### src/tfm_pkg.sv
// Package for the trigger fire mode controller: widths, register indexes,
// gesture mode codes and the state, configuration and result structs.
// No dependencies.
package tfm_pkg;

    localparam int COUNT_BITS = 16;
    localparam int CFG_IDX_W  = 3;
    localparam int CFG_DATA_W = 16;
    localparam int TIMEOUT_W  = 16;
    localparam int BURST_W    = 4;
    localparam int SPEED_W    = 12;
    localparam int SHOT_W     = 5;
    localparam int CMP_W      = (COUNT_BITS > TIMEOUT_W) ? COUNT_BITS : TIMEOUT_W;

    // register indexes
    localparam logic [CFG_IDX_W-1:0] REG_HOLD_TIMEOUT = 3'd0;
    localparam logic [CFG_IDX_W-1:0] REG_BURST_SHOTS  = 3'd1;
    localparam logic [CFG_IDX_W-1:0] REG_SPEED_SINGLE = 3'd2;
    localparam logic [CFG_IDX_W-1:0] REG_SPEED_DOUBLE = 3'd3;
    localparam logic [CFG_IDX_W-1:0] REG_SPEED_HOLD   = 3'd4;

    // gesture / fire mode codes
    localparam logic [1:0] MODE_NONE   = 2'd0;
    localparam logic [1:0] MODE_SINGLE = 2'd1;
    localparam logic [1:0] MODE_DOUBLE = 2'd2;
    localparam logic [1:0] MODE_HOLD   = 2'd3;

    // register reset values
    localparam logic [TIMEOUT_W-1:0] RST_HOLD_TIMEOUT = 16'd3;
    localparam logic [BURST_W-1:0]   RST_BURST_SHOTS  = 4'd3;
    localparam logic [SPEED_W-1:0]   RST_SPEED_SINGLE = 12'd60;
    localparam logic [SPEED_W-1:0]   RST_SPEED_DOUBLE = 12'd120;
    localparam logic [SPEED_W-1:0]   RST_SPEED_HOLD   = 12'd1200;

    typedef struct packed {
        logic                  pending;
        logic [1:0]            mode;
        logic [COUNT_BITS-1:0] tick;
        logic [1:0]            prev_mode;
        logic [1:0]            fire_mode;
        logic                  fire_flag;
        logic [SHOT_W-1:0]     shot;
    } t_state;

    typedef struct packed {
        logic [TIMEOUT_W-1:0] hold_timeout;
        logic [BURST_W-1:0]   burst_shots;
        logic [SPEED_W-1:0]   speed_single;
        logic [SPEED_W-1:0]   speed_double;
        logic [SPEED_W-1:0]   speed_hold;
    } t_cfg;

    typedef struct packed {
        logic [1:0]         mode;
        logic               fire;
        logic [SPEED_W-1:0] speed;
    } t_result;

endpackage

### src/tfm_next.sv
// Next-state logic for one tick: gesture classifier, fire sequencer and
// speed reference select. Purely combinational. Depends on tfm_pkg.
module tfm_next import tfm_pkg::*; (
    input  logic    i_trigger,
    input  t_state  i_state,
    input  t_cfg    i_cfg,
    output t_state  o_state,
    output t_result o_result
);

    logic                 a, h, l, s, t;
    logic                 na, nh, nl;
    logic [1:0]           m;
    logic [COUNT_BITS-1:0] n_tick;
    logic [1:0]           n_fm;
    logic                 n_ff;
    logic [SHOT_W-1:0]    n_shot;
    logic [SHOT_W-1:0]    burst_ext;
    logic [SPEED_W-1:0]   speed;

    assign a = i_state.pending;
    assign h = i_state.mode[1];
    assign l = i_state.mode[0];
    assign s = i_trigger;
    assign t = (CMP_W'(i_state.tick) >= CMP_W'(i_cfg.hold_timeout));

    // gesture equations
    assign na = (a & ~h & ~s & ~t) | (~a & ~h & l & ~s & ~t);
    assign nh = (l & s & t) | (h & l & s) | (a & s & ~t);
    assign nl = (l & s) | (~a & ~h & s);
    assign m  = {nh, nl};

    // tick counter: clear in hold or idle, else saturating count
    always_comb begin
        if (m == MODE_HOLD || (!na && m == MODE_NONE)) begin
            n_tick = '0;
        end else if (!(&i_state.tick)) begin
            n_tick = i_state.tick + COUNT_BITS'(1);
        end else begin
            n_tick = i_state.tick;
        end
    end

    assign burst_ext = SHOT_W'(i_cfg.burst_shots);

    // fire sequencer
    always_comb begin
        n_fm = i_state.fire_mode;
        n_ff = i_state.fire_flag;
        unique case (i_state.fire_mode)
            MODE_NONE: begin
                n_fm = m;
                n_ff = (m != MODE_NONE);
            end
            MODE_SINGLE: begin
                if (i_state.fire_flag || m == MODE_SINGLE) begin
                    n_ff = 1'b0;
                end else if (m == MODE_DOUBLE || m == MODE_HOLD) begin
                    n_fm = m;
                    n_ff = 1'b1;
                end else begin
                    n_fm = MODE_NONE;
                    n_ff = 1'b0;
                end
            end
            MODE_DOUBLE: begin
                if (i_state.fire_flag) begin
                    n_ff = 1'b0;
                end else if (i_state.shot >= burst_ext) begin
                    n_fm = MODE_NONE;
                    n_ff = 1'b0;
                end else begin
                    n_ff = 1'b1;
                end
            end
            MODE_HOLD: begin
                n_fm = (i_state.fire_flag || m == MODE_HOLD) ? MODE_HOLD : MODE_NONE;
                n_ff = !i_state.fire_flag && m == MODE_HOLD;
            end
            default: begin
                n_fm = MODE_NONE;
                n_ff = 1'b0;
            end
        endcase
    end

    // burst shot counter; cleared once it passes the burst length
    always_comb begin
        n_shot = (i_state.shot > burst_ext) ? '0 : i_state.shot;
        if (n_fm == MODE_DOUBLE && n_ff) begin
            n_shot = n_shot + SHOT_W'(1);
        end
    end

    // speed reference only on a mode change
    always_comb begin
        speed = '0;
        if (m != i_state.prev_mode) begin
            case (m)
                MODE_SINGLE: speed = i_cfg.speed_single;
                MODE_DOUBLE: speed = i_cfg.speed_double;
                MODE_HOLD:   speed = i_cfg.speed_hold;
                default:     speed = '0;
            endcase
        end
    end

    assign o_state.pending   = na;
    assign o_state.mode      = m;
    assign o_state.tick      = n_tick;
    assign o_state.prev_mode = m;
    assign o_state.fire_mode = n_fm;
    assign o_state.fire_flag = n_ff;
    assign o_state.shot      = n_shot;

    assign o_result.mode  = m;
    assign o_result.fire  = n_ff;
    assign o_result.speed = speed;

endmodule

### src/trigger_fire_mode_controller_core.sv
// Top level of the trigger fire mode controller: handshakes, configuration
// registers, input register, state and result register. Uses tfm_pkg, tfm_next.
//
// Usage:
//   Input channel (i_in_valid / o_in_ready / i_trigger) carries one trigger
//   sample per item, one item per control tick.
//   Output channel (o_out_valid / i_out_ready) returns one result item per
//   input item: o_gesture_mode, o_fire, o_speed_ref.
//   Configuration channel (i_cfg_valid / o_cfg_ready / i_cfg_index /
//   i_cfg_data) writes hold_timeout (0), burst_shots (1), speed_single (2),
//   speed_double (3), speed_hold (4); other indexes are ignored. Writes are
//   always taken and should only be made while the block is idle.
// Path: an accepted item goes through the input register, then the state
//   update and result register.
// Throughput: one item per cycle, limited only by the output handshake.
// Stall: when the receiver holds off, the result register keeps its item;
//   the input register still fills once, then o_in_ready drops until the
//   result drains.
// Reset (synchronous, active low): state and valid flags clear, registers
//   return to their default values.
module trigger_fire_mode_controller_core import tfm_pkg::*; (
    input  logic                  i_clk,
    input  logic                  i_rst_n,
    // configuration write
    input  logic                  i_cfg_valid,
    output logic                  o_cfg_ready,
    input  logic [CFG_IDX_W-1:0]  i_cfg_index,
    input  logic [CFG_DATA_W-1:0] i_cfg_data,
    // input items
    input  logic                  i_in_valid,
    output logic                  o_in_ready,
    input  logic                  i_trigger,
    // result items
    output logic                  o_out_valid,
    input  logic                  i_out_ready,
    output logic [1:0]            o_gesture_mode,
    output logic                  o_fire,
    output logic [SPEED_W-1:0]    o_speed_ref
);

    t_cfg    r_cfg;
    t_state  r_state;
    t_state  n_state;
    t_result n_result;
    t_result r_result;
    logic    r_in_valid;
    logic    r_trigger;
    logic    r_out_valid;
    logic    adv;      // input register moves into state / result register
    logic    in_take;

    assign o_cfg_ready = 1'b1;

    // stage 2 advances when the result register is empty or being drained
    assign adv        = r_in_valid && (!r_out_valid || i_out_ready);
    assign o_in_ready = !r_in_valid || adv;
    assign in_take    = i_in_valid && o_in_ready;

    tfm_next u_next (
        .i_trigger (r_trigger),
        .i_state   (r_state),
        .i_cfg     (r_cfg),
        .o_state   (n_state),
        .o_result  (n_result)
    );

    // configuration registers
    always_ff @(posedge i_clk) begin
        if (!i_rst_n) begin
            r_cfg.hold_timeout <= RST_HOLD_TIMEOUT;
            r_cfg.burst_shots  <= RST_BURST_SHOTS;
            r_cfg.speed_single <= RST_SPEED_SINGLE;
            r_cfg.speed_double <= RST_SPEED_DOUBLE;
            r_cfg.speed_hold   <= RST_SPEED_HOLD;
        end else if (i_cfg_valid) begin
            unique case (i_cfg_index)
                REG_HOLD_TIMEOUT: r_cfg.hold_timeout <= i_cfg_data[TIMEOUT_W-1:0];
                REG_BURST_SHOTS:  r_cfg.burst_shots  <= i_cfg_data[BURST_W-1:0];
                REG_SPEED_SINGLE: r_cfg.speed_single <= i_cfg_data[SPEED_W-1:0];
                REG_SPEED_DOUBLE: r_cfg.speed_double <= i_cfg_data[SPEED_W-1:0];
                REG_SPEED_HOLD:   r_cfg.speed_hold   <= i_cfg_data[SPEED_W-1:0];
                default: ;
            endcase
        end
    end

    // input register
    always_ff @(posedge i_clk) begin
        if (!i_rst_n) begin
            r_in_valid <= 1'b0;
        end else if (o_in_ready) begin
            r_in_valid <= i_in_valid;
        end
    end

    always_ff @(posedge i_clk) begin
        if (in_take) begin
            r_trigger <= i_trigger;
        end
    end

    // gesture and fire state, updated once per item
    always_ff @(posedge i_clk) begin
        if (!i_rst_n) begin
            r_state <= '0;
        end else if (adv) begin
            r_state <= n_state;
        end
    end

    // result register
    always_ff @(posedge i_clk) begin
        if (!i_rst_n) begin
            r_out_valid <= 1'b0;
        end else if (adv) begin
            r_out_valid <= 1'b1;
        end else if (i_out_ready) begin
            r_out_valid <= 1'b0;
        end
    end

    always_ff @(posedge i_clk) begin
        if (adv) begin
            r_result <= n_result;
        end
    end

    assign o_out_valid    = r_out_valid;
    assign o_gesture_mode = r_result.mode;
    assign o_fire         = r_result.fire;
    assign o_speed_ref    = r_result.speed;

endmodule

### config.mk
export PLATFORM = sky130hd
export DESIGN_NAME = trigger_fire_mode_controller_core
export DESIGN_NICKNAME = d
export VERILOG_FILES = /design/src/tfm_pkg.sv /design/src/tfm_next.sv /design/src/trigger_fire_mode_controller_core.sv
export SDC_FILE = /design/constraint.sdc
export NUM_CORES = 1
export LEC_CHECK = 0
export BUFFER_PORTS_ARGS = -buffer_cell sky130_fd_sc_hd__buf_2
export CAP_MARGIN = 10
export CORE_MARGIN = 4
export CORE_UTILIZATION = 40
export CTS_CLUSTER_DIAMETER = 200
export DETAILED_ROUTE_END_ITERATION = 10
export GPL_TIMING_DRIVEN = 0
export HOLD_SLACK_MARGIN = 0.03
export PLACE_DENSITY = 0.68
export SYNTH_ARGS = -nofsm -noshare
export SYNTH_HDL_FRONTEND = slang
export SYNTH_SLANG_ARGS = --single-unit
export TNS_END_PERCENT = 30
### constraint.sdc
create_clock -name i_clk -period 2.6 [get_ports i_clk]
set_clock_uncertainty 0.05 [all_clocks]
set_input_delay 0.52 -clock i_clk [delete_from_list [all_inputs] [get_ports i_clk]]
set_output_delay 0.52 -clock i_clk [all_outputs]
set_load 0.01 [all_outputs]
==> impl_metrics.ini, run 1 <==
[outcome]
run_status = finished, violations left
violations = setup timing

[synthesis]
yosysWarnings = 0
synth_edf_count = 16
synthArstFlopShare_pct = 0
synth_seq_area_share_pct = 44.8
syn_inst = 598
ys_seq_elements = 101
synth_area_um2 = 4870
avgSynthCellArea_um2 = 8.15
synth_ff_type = dfxtp_1
yosysUniqueCellTypes = 57
synth_nets = 645

[worst_setup_path]
r2r-start = r_state[11]
crit_path_frequent_cell = buf_4
critPathKind = flop to flop
crit_required_ns = 2.82
regToRegEndpoint = r_state[13]
worstPathArrival_ns = 2.97
reg2reg_depth = 11
crit_slowest_cell = nor4_4
critPathMaxStageDelay_ns = 0.46
cp-end-kind = flop
cp_top_family = simple AND/OR/NAND/NOR gates
r2r_slack_ns = -0.15
start_kind = flop
critical_path.max_fanout = 4
worstPathCellList = ha_4, nor2b_1, o211a_1, o31a_1, buf_4, buf_6, nor4_4, nor3_4, buf_4, or3_1, o221ai_1
critPathBufInv = 3

[global_route]
grt_max_degree = 19
overflow = 0
grt_pass1_vias = 4442
grt_usage_pct = 19.4
grt_pass1_wl_mm = 22.0
antenna_found_initial = 0

[placed_design]
hpwlAfterDp_mm = 9.22
place_congestion = 0.840
io_buffers = 41

[clock_network]
h-tree-depth = 3
clock_latency_ns = 0.35
cts_buffers = 9
cts_buffer_depth = 2
clkTransAtPathRegs_ns = 0.07
cts-root-buf = clkbuf_16
cts_tree = built
cts_sinks = 101

[sta]
slew_headroom_pct = 48.1
layout_setup_ws_ns = -0.152
fmax_mhz = 363
final.setup.tns_ns = -1.85
hold_viol = 0
rsz0062_at_grt = yes
finalWorstPathRequiredPeriod_ns = 2.75
drv_slew = 0
finalSetupViolCount = 29
tightest_slew_ns = 0.779
fin_crit_sh_pct = 106

[route]
wl_met2_mm = 7.03
drtPass1Iterations = 4
wirelength_mm = 13.9
first_iter_violations = 307
dr_wl_met3_um = 683
drt-met1-wl_mm = 6.06
viasPerCell = 5.56
highest_layer = met4
ant_nets = 0
wl_per_cell_um = 16.8
vias = 4622
drc = 0

[floorplanning]
dieHeight_um = 118
initial_core_util_pct = 40.7
rows = 40
dieWidth_um = 118
die_area_um2 = 14000
core-area_um2 = 12000
io_pins = 43

[pwr]
p_per_area_nw_per_um2 = 533
leakagePower_uw = 0.00234
p_total_uw = 3290
ir_worst_vdd_mv = 0.352

[hold_path]
min_to = r_trigger
min_from = i_trigger
hold_class = input pin to flop
min_path_cells = 1

[layout]
final_common_cell = nand2_1
antenna_cells = 0
area_delta_synth_final_pct = 26.7
layout.nets = 726
fin_util_pct = 51.6
drive_gt1_share_pct = 22.8
mostFrequentLayoutCells = 139 x nand2_1, 67 x dfxtp_1, 51 x a21oi_1, 46 x nand3_1, 41 x buf_2

[flow_run]
drv_cap = 0
==> power by group <==
part | leakage, uW | internal, uW | switching, uW | total [uW]
sequential | 0.000850 | 1630 | 21.6 | 1650
clock | 0.000136 | 663 | 643 | 1310
combinational | 0.00136 | 128 | 210 | 337
total | 0.00234 | 2420 | 874 | 3290
==> repair_timing <==
action / CTS / global route
hold buffers: 0 / 0
setup endpoints to repair: 38 / 33
setup buffers: 15 / 13
pin swaps: 17 / 16
gates resized for setup: 52 / 36
cloned: 2 / 1
==> state kept, by name (all words and copies together) (netlist names) <==
signal / count
r_in_valid: 1
r_cfg: 56
r_state: 27
o_out_valid: 1
o_speed_ref: 12
r_trigger: 1
o_gesture_mode: 2
o_fire: 1
==> kinds of logic after synthesis <==
logic type      Yosys count  synth area share, %
fa+ha+maj                22                 5.65
simple gates            287                 27.1
mux                       7                 1.44
buf+inv                  60                 4.78
xor+xnor                 13                 2.34
other cells               1               0.0769
compound gates          107                 13.9
flops                   101                 44.8
==> layout make-up <==
type,instances,area [um^2]
fillers,1066,5790
multi-input cells,437,2750
flip-flops and latches,101,2210
repair buffers,70,482
clock buffers,9,225
well taps,147,184
plain buffers,36,183
inverters,24,92.6
clock inverters,7,55.1
==> worst reg2reg max path, cell delays in order, from the launching register on <==
cell      delay, ns
dfxtp_2        0.39
ha_4           0.22
nor2b_1        0.12
o211a_1        0.20
o31a_1         0.28
buf_4          0.15
buf_6          0.12
nor4_4         0.46
nor3_4         0.08
buf_4          0.16
or3_1          0.37
o221ai_1       0.08
==> through the flow <==
stage          setup slack [ns]  cells  hold WS (ns)  cell area (um^2)
6_report                 -0.152    831         0.296              6170
5_1_grt                  -0.272    831         0.284              6170
2_1_floorplan            0.0210    598         0.386              4890
3_3_place_gp             -0.422    786         0.391              5280
4_1_cts                 -0.0788    820         0.286              5960
3_5_place_dp             -0.532    787         0.400              5290
==> cell usage after synthesis (3+ instances only) <==
master	n	area [um^2]
or2_2	3	18.8
o211ai_1	3	22.5
a21oi_1	54	270
xnor2_1	4	35.0
a31o_2	3	26.3
o21a_1	3	22.5
nand4_1	11	68.8
buf_2	3	15.0
xor2_1	9	78.8
mux2i_1	7	70.1
nand3_1	55	275
inv_1	22	82.6
a31oi_1	15	93.8
clkbuf_1	31	116
ha_1	22	275
and3_1	9	56.3
o21ai_0	8	40.0
a21o_1	4	30.0
dfxtp_1	85	1700
edfxtp_1	16	480
nor3_1	3	15.0
or3_1	4	25.0
nand2_1	139	522
nor4_1	3	18.8
and2_1	8	50.1
nor2b_1	7	43.8
nor2_1	33	124
nand2b_1	3	18.8
==> worst max path at each step <==
stage,start,end,cells past startpoint,slack [ns]
final,r_state[11],r_state[13],11,-0.15
after global routing,r_state[11],r_state[13],11,-0.27
after CTS,r_state[11],o_speed_ref[10],12,-0.08
after detailed placement,r_cfg[54],o_speed_ref[6],11,-0.53
after global placement,r_cfg[54],o_speed_ref[7],11,-0.42
after floorplan,r_cfg[41],r_state[3],9,0.02
==> layer usage <==
layer / vias up / GRT usage (%)
li1: 2231 / -
met1: 2240 / 24.1
met2: 136 / 33.5
met3: 15 / 4.74
met4: 0 / 5.50
met5: - / 0
(Power assumes the default switching activity.)
==> run 2: changes to the inputs <==
- CELL_PAD_IN_SITES_DETAIL_PLACEMENT: unset -> 0
- CELL_PAD_IN_SITES_GLOBAL_PLACEMENT: unset -> 1
- PLACE_DENSITY: 0.68 -> 0.84
- RECOVER_POWER: unset -> 100
==> impl_metrics.ini, run 2 (synthesized netlist as in run 1, its figures left out) <==
[route]
vias = 4499
first_iter_violations = 276
wirelength_mm = 13.7
wl_met2_mm = 6.70
drtPass1Iterations = 5
drc = 0
wl_per_cell_um = 16.7
highest_layer = met4
drt-met1-wl_mm = 5.91
ant_nets = 0
viasPerCell = 5.49
dr_wl_met3_um = 722

[worst_setup_path]
crit_path_frequent_cell = buf_8
critical_path.max_fanout = 6
worstPathCellList = inv_2, ha_4, nor2b_4, o211a_1, o31a_1, buf_6, or3_4, a21oi_4, inv_4, buf_8, buf_8, nand3_2, a31oi_1
crit_required_ns = 2.65
crit_slowest_cell = or3_4
cp-end-kind = flop
start_kind = flop
worstPathArrival_ns = 2.80
critPathKind = flop to flop
critPathMaxStageDelay_ns = 0.34

[floorplanning]
dieWidth_um = 118
die_area_um2 = 14000
io_pins = 43
initial_core_util_pct = 40.7
dieHeight_um = 118
core-area_um2 = 12000
rows = 40

[clock_network]
cts_buffer_depth = 2
cts_buffers = 9
cts_tree = built
clock_latency_ns = 0.35
postCtsHoldBufs = 0
h-tree-depth = 3
cts-root-buf = clkbuf_16
cts_sinks = 101
clkTransAtPathRegs_ns = 0.07

[layout]
largest_register_ffs = 56
fin_util_pct = 50.5
design_area_um2 = 6040
area_delta_synth_final_pct = 23.9
final_common_cell = nand2_1
regMostFlops = r_cfg
antenna_cells = 0
drive_gt1_share_pct = 17.2
mostFrequentLayoutCells = 139 x nand2_1, 71 x dfxtp_1, 51 x clkbuf_1, 51 x a21oi_1, 50 x nand3_1
fill_cells = 1146
layout.nets = 715

[pwr]
leakagePower_uw = 0.00223
p_per_area_nw_per_um2 = 551
ir_worst_vdd_mv = 0.261

[placed_design]
placed_area_um2 = 5290
hpwlAfterDp_mm = 9.31
place_congestion = 0.876
io_buffers = 41

[sta]
final.setup.tns_ns = -1.62
fmax_mhz = 364
finalSetupViolCount = 18
fin_crit_sh_pct = 106
finalWorstPathRequiredPeriod_ns = 2.75
slew_headroom_pct = 55.7
drv_slew = 0
tightest_slew_ns = 0.665
hold_viol = 0
rsz0062_at_grt = yes
layout_setup_ws_ns = -0.150

[global_route]
grt_max_degree = 17
grt_pass1_wl_mm = 22.3
grt_pass1_vias = 4409
antenna_found_initial = 0
overflow = 0
grt_usage_pct = 20.0

[outcome]
violations = setup timing
run_status = finished, violations left

[hold_path]
hold_class = input pin to flop

[flow_run]
drv_cap = 0
==> run 2: cell count changes in the layout (fill, tap and decap cells not counted), sizes merged <==
cell,before,now
clkinvlp,1,0
buf,75,42
inv,27,24
bufinv,0,1
clkbuf,40,65
==> run 2: critical path: cells and delay by family, from the launching register on <==
family          cells  cell delay, ns
compound gates      4            0.82
fa+ha+maj           1            0.23
buf+inv             5            0.53
flops               1            0.32
simple gates        3            0.52
==> run 2: per-stage QoR <==
| stage | hold slack [ns] | setup WS (ns) | total power (uW) | cells |
|---|---|---|---|---|
| after floorplan | 0.386 | 0.0210 | 1850 | 598 |
| after detailed placement | 0.397 | -0.540 | 1960 | 787 |
| after global placement | 0.391 | -0.523 | 1950 | 786 |
| after CTS | 0.282 | -0.0825 | 3350 | 818 |
| after global routing | 0.283 | -0.193 | 3460 | 820 |
| final | 0.295 | -0.150 | 3330 | 820 |
==> run 2: path summary, 6_finish.rpt <==
check,start,to,slack [ns],depth (start not counted)
min reg2reg,r_cfg[48],r_cfg[48],0.41,2
min,i_trigger,r_trigger,0.30,1
max reg2reg,r_cfg[41],o_speed_ref[10],-0.15,13
max,r_cfg[41],o_speed_ref[10],-0.15,13
==> run 2: layer usage <==
metal	vias to the layer above	track usage [%]
li1	2213	-
met1	2118	25.3
met2	132	33.4
met3	36	2.92
met4	0	9.92
met5	-	0
==> run 2: layout make-up <==
cell class / count / area (um^2) / area share, %
multi-input cells: 437 / 2720 / 45.0
inverters: 24 / 92.6 / 1.53
repair buffers: 59 / 369 / 6.11
clock buffers: 12 / 236 / 3.92
clock inverters: 4 / 56.3 / 0.932
well taps: 147 / 184 / 3.05
flip-flops and latches: 101 / 2200 / 36.5
plain buffers: 36 / 183 / 3.03
==> run 2: power breakdown <==
group	internal [uW]	total, uW	switching [uW]
sequential	1630	1650	20.1
clock	755	1360	605
combinational	115	320	204
==> run 2: repair_timing <==
item,in CTS,in global routing
buffers inserted,14,1
resized for setup,69,8
gates cloned,1,1
endpoints found under the setup margin,39,36
pin swaps,17,15
